## config.mk

```make
export PLATFORM = sky130hd
export DESIGN_NAME = dwell_click_controller_flat
export DESIGN_NICKNAME = d
export VERILOG_FILES = /design/src/rtl/core/dcc_pkg.sv /design/src/rtl/core/dcc_req_if.sv /design/src/rtl/core/dcc_rsp_if.sv /design/src/rtl/core/dcc_csr_regs.sv /design/src/rtl/core/dcc_in_stage.sv /design/src/rtl/core/dcc_dwell_engine.sv /design/src/rtl/core/dwell_click_controller.sv /design/src/flat_wrapper.sv
export SDC_FILE = /design/constraint.sdc
export NUM_CORES = 1
export LEC_CHECK = 0
export ABC_AREA = 0
export BUFFER_PORTS_ARGS = -buffer_cell sky130_fd_sc_hd__buf_4
export CORE_ASPECT_RATIO = 2
export CORE_MARGIN = 2
export CORE_UTILIZATION = 62
export DETAILED_ROUTE_END_ITERATION = 10
export GPL_ROUTABILITY_DRIVEN = 0
export HOLD_SLACK_MARGIN = 0.05
export PLACE_DENSITY = 0.84
export SLEW_MARGIN = 15
export SYNTH_ARGS = -nofsm -noshare
export SYNTH_HDL_FRONTEND = slang
export SYNTH_HIERARCHICAL = 1
export SYNTH_SLANG_ARGS = --single-unit
```

## constraint.sdc

```tcl
create_clock -name clock -period 6.83 [get_ports clock]
set_input_delay 0.3415 -clock clock [delete_from_list [all_inputs] [get_ports clock]]
set_output_delay 0.3415 -clock clock [all_outputs]
set_load 0.005 [all_outputs]
```

## src/rtl/core/dcc_pkg.sv

```systemverilog
// shared types and constants of the dwell click controller
package dcc_pkg;

   // field widths fixed by the register map and the transaction formats
   localparam int DWELL_BITS     = 7;
   localparam int DRAG_BITS      = 7;
   localparam int MOVE_BITS      = 8;
   localparam int SUM_BITS       = DWELL_BITS + 1;
   localparam int STROKE_BITS    = 2;
   localparam int ACTION_BITS    = 3;
   localparam int CSR_INDEX_BITS = 3;
   localparam int CSR_DATA_BITS  = 8;

   // register indexes
   localparam logic [CSR_INDEX_BITS-1:0] CSR_RUNNING     = 3'd0;
   localparam logic [CSR_INDEX_BITS-1:0] CSR_DWELL_TICKS = 3'd1;
   localparam logic [CSR_INDEX_BITS-1:0] CSR_DRAG_TICKS  = 3'd2;
   localparam logic [CSR_INDEX_BITS-1:0] CSR_MIN_MOVE    = 3'd3;
   localparam logic [CSR_INDEX_BITS-1:0] CSR_SMART_DRAG  = 3'd4;
   localparam logic [CSR_INDEX_BITS-1:0] CSR_STROKES     = 3'd5;
   localparam logic [CSR_INDEX_BITS-1:0] CSR_SOUND       = 3'd6;

   // register reset values
   localparam logic [DWELL_BITS-1:0] DWELL_RESET = 7'd5;
   localparam logic [DRAG_BITS-1:0]  DRAG_RESET  = 7'd3;
   localparam logic [MOVE_BITS-1:0]  MOVE_RESET  = 8'd5;

   // pointer action codes
   typedef enum logic [ACTION_BITS-1:0] {
      ACT_NONE    = 3'd0,
      ACT_CLICK   = 3'd1,
      ACT_PRESS   = 3'd2,
      ACT_RELEASE = 3'd3,
      ACT_RIGHT   = 3'd4,
      ACT_DOUBLE  = 3'd5
   } action_type;

   // stroke classes
   typedef enum logic [STROKE_BITS-1:0] {
      STROKE_NORMAL   = 2'd0,
      STROKE_SUPPRESS = 2'd1,
      STROKE_RIGHT    = 2'd2,
      STROKE_DOUBLE   = 2'd3
   } stroke_type;

   // configuration register contents
   typedef struct packed {
      logic                  running;
      logic [DWELL_BITS-1:0] dwell_ticks;
      logic [DRAG_BITS-1:0]  drag_ticks;
      logic [MOVE_BITS-1:0]  min_movement;
      logic                  smart_drag_enable;
      logic                  strokes_enable;
      logic                  sound_enable;
   } cfg_type;

endpackage

```

## src/rtl/core/dcc_req_if.sv

```systemverilog
// request channel carrying one pointer sample per transaction
interface dcc_req_if #(
   parameter int COORD_BITS = 12
);
   logic                               valid;
   logic                               ready;
   logic [COORD_BITS-1:0]              pointer_x;
   logic [COORD_BITS-1:0]              pointer_y;
   logic [dcc_pkg::STROKE_BITS-1:0]    stroke_class;

   modport source (output valid, output pointer_x, output pointer_y,
                   output stroke_class, input ready);
   modport sink   (input valid, input pointer_x, input pointer_y,
                   input stroke_class, output ready);
endinterface

```

## src/rtl/core/dcc_rsp_if.sv

```systemverilog
// response channel carrying one pointer action per transaction
interface dcc_rsp_if;
   logic                            valid;
   logic                            ready;
   logic [dcc_pkg::ACTION_BITS-1:0] action;
   logic                            sound_pulse;

   modport source (output valid, output action, output sound_pulse, input ready);
   modport sink   (input valid, input action, input sound_pulse, output ready);
endinterface

```

## src/rtl/core/dcc_csr_regs.sv

```systemverilog
// configuration register file with a reload strobe after every valid write
module dcc_csr_regs (
   input  logic                                clock,
   input  logic                                reset,
   input  logic                                csr_we,
   input  logic [dcc_pkg::CSR_INDEX_BITS-1:0]  csr_index,
   input  logic [dcc_pkg::CSR_DATA_BITS-1:0]   csr_wdata,
   output dcc_pkg::cfg_type                    cfg,
   output logic                                reload
);
   dcc_pkg::cfg_type cfg_ff, cfg_in;
   logic             reload_ff, reload_in;

   // write decode, indexes past the map are ignored
   always_comb begin
      cfg_in    = cfg_ff;
      reload_in = 1'b0;
      if (csr_we) begin
         reload_in = 1'b1;
         unique case (csr_index)
            dcc_pkg::CSR_RUNNING:     cfg_in.running = csr_wdata[0];
            dcc_pkg::CSR_DWELL_TICKS:
               cfg_in.dwell_ticks = csr_wdata[dcc_pkg::DWELL_BITS-1:0];
            dcc_pkg::CSR_DRAG_TICKS:
               cfg_in.drag_ticks = csr_wdata[dcc_pkg::DRAG_BITS-1:0];
            dcc_pkg::CSR_MIN_MOVE:
               cfg_in.min_movement = csr_wdata[dcc_pkg::MOVE_BITS-1:0];
            dcc_pkg::CSR_SMART_DRAG:  cfg_in.smart_drag_enable = csr_wdata[0];
            dcc_pkg::CSR_STROKES:     cfg_in.strokes_enable = csr_wdata[0];
            dcc_pkg::CSR_SOUND:       cfg_in.sound_enable = csr_wdata[0];
            default:                  reload_in = 1'b0;
         endcase
      end
   end

   always_ff @(posedge clock) begin
      if (reset) begin
         cfg_ff.running           <= 1'b0;
         cfg_ff.dwell_ticks       <= dcc_pkg::DWELL_RESET;
         cfg_ff.drag_ticks        <= dcc_pkg::DRAG_RESET;
         cfg_ff.min_movement      <= dcc_pkg::MOVE_RESET;
         cfg_ff.smart_drag_enable <= 1'b0;
         cfg_ff.strokes_enable    <= 1'b0;
         cfg_ff.sound_enable      <= 1'b0;
         reload_ff                <= 1'b0;
      end else begin
         cfg_ff    <= cfg_in;
         reload_ff <= reload_in;
      end
   end

   assign cfg    = cfg_ff;
   assign reload = reload_ff;
endmodule

```

## src/rtl/core/dcc_in_stage.sv

```systemverilog
// input register for pointer samples
module dcc_in_stage #(
   parameter int COORD_BITS = 12
) (
   input  logic                              clock,
   input  logic                              reset,
   dcc_req_if.sink                           req,
   input  logic                              advance,
   output logic                              smp_valid,
   output logic [COORD_BITS-1:0]             smp_x,
   output logic [COORD_BITS-1:0]             smp_y,
   output logic [dcc_pkg::STROKE_BITS-1:0]   smp_class
);
   logic                            valid_ff, valid_in;
   logic [COORD_BITS-1:0]           x_ff, y_ff;
   logic [dcc_pkg::STROKE_BITS-1:0] class_ff;
   logic                            accept;

   // free when empty or when the held sample moves on this cycle
   assign req.ready = !valid_ff || advance;
   assign accept    = req.valid && req.ready;

   always_comb begin
      valid_in = valid_ff;
      if (accept)
         valid_in = 1'b1;
      else if (advance)
         valid_in = 1'b0;
   end

   always_ff @(posedge clock) begin
      if (reset) begin
         valid_ff <= 1'b0;
      end else begin
         valid_ff <= valid_in;
      end
   end

   // payload
   always_ff @(posedge clock) begin
      if (accept) begin
         x_ff     <= req.pointer_x;
         y_ff     <= req.pointer_y;
         class_ff <= req.stroke_class;
      end
   end

   assign smp_valid = valid_ff;
   assign smp_x     = x_ff;
   assign smp_y     = y_ff;
   assign smp_class = class_ff;
endmodule

```

## src/rtl/core/dcc_dwell_engine.sv

```systemverilog
// motion detection, dwell counting, action choice and the result register
module dcc_dwell_engine #(
   parameter int COORD_BITS = 12,
   parameter int TICK_BITS  = 8
) (
   input  logic                              clock,
   input  logic                              reset,
   input  dcc_pkg::cfg_type                  cfg,
   input  logic                              reload,
   input  logic                              smp_valid,
   input  logic [COORD_BITS-1:0]             smp_x,
   input  logic [COORD_BITS-1:0]             smp_y,
   input  logic [dcc_pkg::STROKE_BITS-1:0]   smp_class,
   output logic                              advance,
   dcc_rsp_if.source                         rsp
);
   localparam int AW   = COORD_BITS + 1;
   localparam int DW   = COORD_BITS + 2;
   localparam int CMPW = (TICK_BITS > dcc_pkg::SUM_BITS) ? TICK_BITS : dcc_pkg::SUM_BITS;

   logic signed [AW-1:0]  anchor_x_ff, anchor_x_in, anchor_y_ff, anchor_y_in;
   logic [TICK_BITS-1:0]  still_ff, still_in;
   logic                  moving_ff, moving_in;
   logic                  started_ff, started_in;
   logic                  held_ff, held_in;
   logic                  rsp_valid_ff, rsp_valid_in;
   dcc_pkg::action_type   action_ff, act;
   logic                  sound_ff, snd;

   logic                          take;
   logic [dcc_pkg::SUM_BITS-1:0]  sum;
   logic [CMPW-1:0]               sum_w, lim_w;
   logic [TICK_BITS-1:0]          ceil_val, still_cur, still_inc;
   logic [dcc_pkg::MOVE_BITS-1:0] thr;
   logic signed [DW-1:0]          dx, dy;
   logic [DW-1:0]                 adx, ady, thr_w;
   logic                          motion, plain;

   // result register frees when empty or taken
   assign advance = !rsp_valid_ff || rsp.ready;
   assign take    = smp_valid && advance;

   // tick ceiling, saturated to the counter range
   assign sum      = {1'b0, cfg.dwell_ticks} + {1'b0, cfg.drag_ticks};
   assign sum_w    = CMPW'(sum);
   assign lim_w    = CMPW'({TICK_BITS{1'b1}});
   assign ceil_val = (sum_w > lim_w) ? {TICK_BITS{1'b1}} : sum_w[TICK_BITS-1:0];

   // displacement against the anchor, threshold with hysteresis
   assign thr   = moving_ff ? dcc_pkg::MOVE_BITS'(1) : cfg.min_movement;
   assign thr_w = DW'(thr);
   assign dx    = $signed({2'b00, smp_x}) - $signed({anchor_x_ff[AW-1], anchor_x_ff});
   assign dy    = $signed({2'b00, smp_y}) - $signed({anchor_y_ff[AW-1], anchor_y_ff});
   assign adx   = dx[DW-1] ? DW'(-dx) : DW'(dx);
   assign ady   = dy[DW-1] ? DW'(-dy) : DW'(dy);
   assign motion = (adx >= thr_w) || (ady >= thr_w);

   // a pending reload counts as already applied for the tick
   assign still_cur = reload ? ceil_val : still_ff;
   assign still_inc = (still_cur < ceil_val) ? still_cur + TICK_BITS'(1) : still_cur;
   assign plain     = held_ff || !cfg.strokes_enable
                      || (dcc_pkg::stroke_type'(smp_class) == dcc_pkg::STROKE_NORMAL);

   // per-tick state update and action choice
   always_comb begin
      anchor_x_in = anchor_x_ff;
      anchor_y_in = anchor_y_ff;
      still_in    = still_cur;
      moving_in   = moving_ff;
      started_in  = started_ff;
      held_in     = held_ff;
      act         = dcc_pkg::ACT_NONE;
      snd         = 1'b0;
      if (take && cfg.running) begin
         moving_in = motion;
         if (motion) begin
            anchor_x_in = $signed({1'b0, smp_x});
            anchor_y_in = $signed({1'b0, smp_y});
            if (started_ff) begin
               started_in = 1'b0;
               still_in   = ceil_val;
            end else begin
               still_in = '0;
            end
         end else begin
            still_in = still_inc;
            if (CMPW'(still_inc) == CMPW'(cfg.dwell_ticks)) begin
               if (plain) begin
                  // normal click path, smart drag alternates press and release
                  priority if (cfg.smart_drag_enable && !held_ff) begin
                     act      = dcc_pkg::ACT_PRESS;
                     held_in  = 1'b1;
                     still_in = '0;
                     snd      = cfg.sound_enable;
                  end else if (cfg.smart_drag_enable) begin
                     act      = dcc_pkg::ACT_RELEASE;
                     held_in  = 1'b0;
                     still_in = ceil_val;
                  end else begin
                     act = dcc_pkg::ACT_CLICK;
                     snd = cfg.sound_enable;
                  end
               end else begin
                  unique case (dcc_pkg::stroke_type'(smp_class))
                     dcc_pkg::STROKE_RIGHT:  act = dcc_pkg::ACT_RIGHT;
                     dcc_pkg::STROKE_DOUBLE: act = dcc_pkg::ACT_DOUBLE;
                     default:                act = dcc_pkg::ACT_NONE;
                  endcase
               end
            end
         end
      end
   end

   always_comb begin
      rsp_valid_in = advance ? take : rsp_valid_ff;
   end

   always_ff @(posedge clock) begin
      if (reset) begin
         anchor_x_ff  <= '1;
         anchor_y_ff  <= '1;
         still_ff     <= '0;
         moving_ff    <= 1'b0;
         started_ff   <= 1'b1;
         held_ff      <= 1'b0;
         rsp_valid_ff <= 1'b0;
      end else begin
         anchor_x_ff  <= anchor_x_in;
         anchor_y_ff  <= anchor_y_in;
         still_ff     <= still_in;
         moving_ff    <= moving_in;
         started_ff   <= started_in;
         held_ff      <= held_in;
         rsp_valid_ff <= rsp_valid_in;
      end
   end

   // result payload
   always_ff @(posedge clock) begin
      if (take) begin
         action_ff <= act;
         sound_ff  <= snd;
      end
   end

   assign rsp.valid       = rsp_valid_ff;
   assign rsp.action      = action_ff;
   assign rsp.sound_pulse = sound_ff;

   // sound only goes with a click or a press
   a_sound_kind: assert property (@(posedge clock) disable iff (reset)
      rsp_valid_ff && sound_ff |->
         (action_ff == dcc_pkg::ACT_CLICK) || (action_ff == dcc_pkg::ACT_PRESS))
      else $error("sound pulse on an action that is neither click nor press");

   // a shown press or release matches the button state
   a_press_held: assert property (@(posedge clock) disable iff (reset)
      rsp_valid_ff && (action_ff == dcc_pkg::ACT_PRESS) |-> held_ff)
      else $error("press shown but button not held");

   a_release_free: assert property (@(posedge clock) disable iff (reset)
      rsp_valid_ff && (action_ff == dcc_pkg::ACT_RELEASE) |-> !held_ff)
      else $error("release shown but button still held");

   // the still counter stays within the ceiling once settled
   a_still_bound: assert property (@(posedge clock) disable iff (reset)
      !reload |-> (still_ff <= ceil_val))
      else $error("still tick count above ceiling");

   // a stopped tool reports no action
   a_stopped_none: assert property (@(posedge clock) disable iff (reset)
      take && !cfg.running |=> (action_ff == dcc_pkg::ACT_NONE) && !sound_ff)
      else $error("action reported while stopped");
endmodule

```

## src/rtl/core/dwell_click_controller.sv

```systemverilog
// top level of the dwell click controller
// One pointer sample per transaction on req_chan gives exactly one action on rsp_chan.
// Samples are taken one per clock cycle with no gaps while rsp_chan.ready is high; a
// result is registered in the result register once its sample has left the input
// register, and can be taken from there. The input register and the result register
// decouple the two sides, with req_chan.ready following rsp_chan.ready through the
// result register's free condition. Any write to a defined register reloads the still
// tick counter to the tick ceiling via the registered reload strobe; writes must be
// made only while no sample is in flight; the block itself does not enforce this.
module dwell_click_controller #(
   parameter int COORD_BITS = 12,
   parameter int TICK_BITS  = 8
) (
   input  logic                                clock,
   input  logic                                reset,
   dcc_req_if.sink                             req_chan,
   dcc_rsp_if.source                           rsp_chan,
   input  logic                                csr_we,
   input  logic [dcc_pkg::CSR_INDEX_BITS-1:0]  csr_index,
   input  logic [dcc_pkg::CSR_DATA_BITS-1:0]   csr_wdata
);
   dcc_pkg::cfg_type                cfg;
   logic                            reload;
   logic                            advance;
   logic                            smp_valid;
   logic [COORD_BITS-1:0]           smp_x, smp_y;
   logic [dcc_pkg::STROKE_BITS-1:0] smp_class;

   dcc_csr_regs u_csr (
      .clock     (clock),
      .reset     (reset),
      .csr_we    (csr_we),
      .csr_index (csr_index),
      .csr_wdata (csr_wdata),
      .cfg       (cfg),
      .reload    (reload)
   );

   dcc_in_stage #(
      .COORD_BITS (COORD_BITS)
   ) u_in (
      .clock     (clock),
      .reset     (reset),
      .req       (req_chan),
      .advance   (advance),
      .smp_valid (smp_valid),
      .smp_x     (smp_x),
      .smp_y     (smp_y),
      .smp_class (smp_class)
   );

   dcc_dwell_engine #(
      .COORD_BITS (COORD_BITS),
      .TICK_BITS  (TICK_BITS)
   ) u_engine (
      .clock     (clock),
      .reset     (reset),
      .cfg       (cfg),
      .reload    (reload),
      .smp_valid (smp_valid),
      .smp_x     (smp_x),
      .smp_y     (smp_y),
      .smp_class (smp_class),
      .advance   (advance),
      .rsp       (rsp_chan)
   );
endmodule

```

## src/flat_wrapper.sv

```systemverilog
// flat-port wrapper written by rule: the top's interface ports become plain ports
module dwell_click_controller_flat 
#(
   parameter int COORD_BITS = 12,
   parameter int TICK_BITS  = 8
)
  (clock, reset, csr_we, csr_index, csr_wdata, req_chan_valid, req_chan_pointer_x, req_chan_pointer_y, req_chan_stroke_class, req_chan_ready, rsp_chan_valid, rsp_chan_action, rsp_chan_sound_pulse, rsp_chan_ready);
  dcc_req_if #(.COORD_BITS(COORD_BITS)) req_chan_i ();
  dcc_rsp_if rsp_chan_i ();
  input  logic clock;
  input  logic reset;
  input  logic csr_we;
  input  logic [dcc_pkg::CSR_INDEX_BITS-1:0] csr_index;
  input  logic [dcc_pkg::CSR_DATA_BITS-1:0] csr_wdata;
  input wire logic [$bits(req_chan_i.valid)-1:0] req_chan_valid;
  input wire logic [$bits(req_chan_i.pointer_x)-1:0] req_chan_pointer_x;
  input wire logic [$bits(req_chan_i.pointer_y)-1:0] req_chan_pointer_y;
  input wire logic [$bits(req_chan_i.stroke_class)-1:0] req_chan_stroke_class;
  output wire logic [$bits(req_chan_i.ready)-1:0] req_chan_ready;
  output wire logic [$bits(rsp_chan_i.valid)-1:0] rsp_chan_valid;
  output wire logic [$bits(rsp_chan_i.action)-1:0] rsp_chan_action;
  output wire logic [$bits(rsp_chan_i.sound_pulse)-1:0] rsp_chan_sound_pulse;
  input wire logic [$bits(rsp_chan_i.ready)-1:0] rsp_chan_ready;
  assign req_chan_i.valid = req_chan_valid;
  assign req_chan_i.pointer_x = req_chan_pointer_x;
  assign req_chan_i.pointer_y = req_chan_pointer_y;
  assign req_chan_i.stroke_class = req_chan_stroke_class;
  assign req_chan_ready = req_chan_i.ready;
  assign rsp_chan_valid = rsp_chan_i.valid;
  assign rsp_chan_action = rsp_chan_i.action;
  assign rsp_chan_sound_pulse = rsp_chan_i.sound_pulse;
  assign rsp_chan_i.ready = rsp_chan_ready;
  dwell_click_controller #(.COORD_BITS(COORD_BITS), .TICK_BITS(TICK_BITS)) u_core (.clock(clock), .reset(reset), .req_chan(req_chan_i), .rsp_chan(rsp_chan_i), .csr_we(csr_we), .csr_index(csr_index), .csr_wdata(csr_wdata));
endmodule
```

==> flow_summary.json <==
{
  "swShare": 0.293,
  "cts_hold_buf": 0,
  "dr.pass1.iters": 5,
  "cts_root_buf": "clkbuf_16",
  "wl_um": 16800,
  "hold_violations": 0,
  "grt_usage": 0.280,
  "power_density_nw_per_um2": 176,
  "synthArstFlopShare": 0,
  "area_growth_pct": 9.45,
  "initial_utilization": 0.638,
  "row_count": 54,
  "die_h_um": 154,
  "ys_seq_area_frac": 0.313,
  "routedWlPerCell_um": 17.5,
  "power_frac_comb": 0.178,
  "synth.net_count": 892,
  "outcome": "completed",
  "fin_util": 0.698,
  "synthCells": 790,
  "clock_latency_ps": 350,
  "crit_type": "flip-flop to flip-flop",
  "yosys_warnings": 6,
  "ir_drop_mv": 0.160,
  "syn_area_um2": 6980,
  "drive_gt1_frac": 0.116,
  "power.switching_uw": 393,
  "clk_pin_slew_worst_paths_ps": 70,
  "startpoint_type": "flip-flop",
  "max_stage_delay_ps": 770,
  "rrSetupSlack_ps": 970,
  "internal_power_uw": 949,
  "cts_tree": "done",
  "cts_max_level": 3,
  "tightest_slew_ps": 971,
  "antenna_found_initial": 0,
  "critPathMaxFanout": 9,
  "vias_per_cell": 6.48,
  "dieArea_um2": 12200,
  "ys_ff_latch": 94,
  "setup_tns_ps": 0,
  "maxSlewViolCount": 0,
  "cts_resized": 0,
  "synth_edf_count": 30,
  "cts_buffer_depth": 2,
  "port_buffers": 47,
  "dp_hpwl_um": 12500,
  "path_common_cell": "a21oi_1",
  "core_area_um2": 10900,
  "post-route-period-util": 0.859,
  "rsz0062_at_grt": "false",
  "fin_nets": 916,
  "fin_crit_ps": 5860,
  "drtIter0Drc": 385,
  "grt_pass1_wl_um": 27300,
  "crit_required_ps": 7110,
  "die_w_um": 79.0,
  "final-setup-viol-count": 0,
  "ys.flop_type": "dfxtp_1",
  "final_area_um2": 7640,
  "leakagePower_nw": 3.25,
  "relSlewSlack": 0.353,
  "hold_class": "primary input to flip-flop",
  "via_count": 6213,
  "cp_slowest_cell": "o31ai_1",
  "finClkSkew_ps": 10.7,
  "nFillCells": 887,
  "avgSynthCellArea_um2": 8.83,
  "crit_chain": "ha_1 -> a21oi_1 -> and2_1 -> a21oi_1 -> o31ai_1 -> o31ai_1 -> xnor2_1 -> ha_1 -> a21oi_1 -> o21ai_0 -> a31oi_1 -> o21ai_0 -> a221o_1 -> a2111o_1 -> nor4_4 -> a21boi_1 -> a22oi_1 -> o22ai_2",
  "cp-end-kind": "flip-flop",
  "maxCapViolCount": 0,
  "post_cts_buffers": 0,
  "fmax_ghz": 0.171,
  "fin_hold_ws_ps": 161,
  "grt-ovfl-total": 0,
  "numCtsBuffers": 9,
  "grt_pass1_vias": 6253,
  "grt_start_max_net_pins": 78,
  "drc": 0,
  "io_pins": 48,
  "pwr-share-seq": 0.452,
  "synth_cell_types": 87,
  "power_frac_clock": 0.370,
  "ant_nets": 0,
  "clock-sinks": 94,
  "antenna_cells": 0,
  "place_area_um2": 7350,
  "cp.arrival_ps": 6140
}
==> synthesized netlist by cell type (all sizes together) (4+ instances only) <==
cell type / n / area share
o2111ai: 5 / 0.0063
nand2b: 43 / 0.040
and2: 5 / 0.0048
a31oi: 7 / 0.0063
a211o: 28 / 0.035
nor2: 68 / 0.037
a211oi: 11 / 0.013
ha: 57 / 0.10
o21ai: 35 / 0.025
xnor2: 26 / 0.033
buf: 11 / 0.011
a21oi: 32 / 0.024
or2: 8 / 0.0072
nor3: 18 / 0.013
edfxtp: 30 / 0.13
nand3: 18 / 0.013
nand3b: 7 / 0.0075
and3: 5 / 0.0045
nand4b: 5 / 0.0084
o21bai: 4 / 0.0043
o31ai: 5 / 0.0054
mux2i: 29 / 0.042
nor2b: 13 / 0.012
o211ai: 10 / 0.011
a311oi: 4 / 0.0050
a22oi: 7 / 0.0075
clkbuf: 24 / 0.013
xor2: 9 / 0.011
inv: 56 / 0.030
o22ai: 10 / 0.013
or3: 10 / 0.0090
nand4: 4 / 0.0036
nor4: 7 / 0.0084
nand2: 46 / 0.025
dfxtp: 64 / 0.18
a21o: 7 / 0.0075
==> metrics by stage <==
stage,total power [mW],setup slack [ps],instances
6_report,1.34,966,959
5_1_grt,1.39,678,959
4_1_cts,1.34,1110,959
3_5_place_dp,0.850,1190,943
3_3_place_gp,0.840,1410,943
2_1_floorplan,0.786,1940,790
==> critical path, delay by kind of cell, from the launching register on <==
kind | cells | cell delay, ps
fa+ha+maj | 2 | 710
xor+xnor | 1 | 180
simple gates | 2 | 880
flops | 1 | 400
compound gates | 13 | 3600
==> power by group through the flow <==
stage	Combinational [mW]	Clock (mW)	Sequential [mW]
after global routing	0.261	0.523	0.608
final	0.239	0.496	0.606
after detailed placement	0.232	0	0.619
after floorplan	0.172	0	0.615
after global placement	0.222	0	0.618
after CTS	0.234	0.504	0.606
==> layout make-up <==
class / instances / area [um^2] / area share
Timing Repair Buffer: 48 / 360 / 0.0472
Tap cell: 140 / 175 / 0.0229
Inverter: 56 / 210 / 0.0275
Clock inverter: 7 / 62.6 / 0.00819
Multi-Input combinational cell: 605 / 4420 / 0.579
Sequential cell: 94 / 2180 / 0.286
Clock buffer: 9 / 225 / 0.0295
==> layout by cell type (no fill, tap or decap), types with 9 or more instances in the layout <==
cell type	netlist	layout
a211o_1	28	28
a211oi_1	10	10
a21oi_1	30	30
buf_4	1	48
clkbuf_16	0	9
dfxtp_1	64	64
edfxtp_1	30	30
ha_1	57	57
inv_1	55	55
mux2i_1	29	29
nand2_1	46	46
nand2b_1	42	42
nand3_1	18	18
nor2_1	68	67
nor2b_1	13	13
nor3_1	18	18
o211ai_1	10	10
o21ai_0	31	31
or3_1	10	10
xnor2_1	26	26
xor2_1	9	9
==> cells by family (layout without fill, tap and decap cells) <==
group / count (synthesis) / count (layout) / synth area share
and+or+nand+nor: 274 / 274 / 0.216
xor gates and xnor gates: 35 / 35 / 0.0439
AOI/OAI and AO/OA: 204 / 204 / 0.216
DFF: 94 / 94 / 0.313
adders and majority gates: 60 / 60 / 0.111
muxes: 32 / 32 / 0.0464
buffers and inverters: 91 / 120 / 0.0540
==> path summary, 6_finish.rpt <==
kind,from,to,cells after the start
worst max register to register,u_core/u_in/smp_y[4],u_core/u_engine/still_ff[5],18
worst max-delay path,u_core/u_in/smp_y[4],u_core/u_engine/still_ff[5],18
worst min register to register,u_core/u_csr/cfg[6],u_core/u_csr/cfg[6],2
worst min-delay path,req_chan_stroke_class[1],u_core/u_in/smp_class[1],1
==> state kept, by name, indices dropped and copies added, names as in the netlist <==
register / flops
u_core/u_csr/cfg: 26
u_core/u_engine/anchor_x_ff: 13
u_core/u_engine/anchor_y_ff: 12
u_core/u_in/smp_x: 12
u_core/u_in/smp_y: 12
u_core/u_engine/still_ff: 8
u_core/u_engine/rsp.action: 3
u_core/u_in/smp_class: 2
u_core/u_csr/reload: 1
u_core/u_engine/held_ff: 1
u_core/u_engine/moving_ff: 1
u_core/u_engine/rsp.sound_pulse: 1
u_core/u_engine/rsp.valid: 1
u_core/u_in/smp_valid: 1
==> per-layer routing <==
metal | global-route usage | wire, um | part of all wire | up-vias
met5 | 0 | 0 | 0 | -
met4 | 0.192 | 1060 | 0.063 | 0
met3 | 0.0329 | 754 | 0.045 | 86
met2 | 0.528 | 9060 | 0.54 | 240
met1 | 0.270 | 5920 | 0.35 | 2940
li1 | - | - | - | 2947
(Power assumes the default switching activity.)
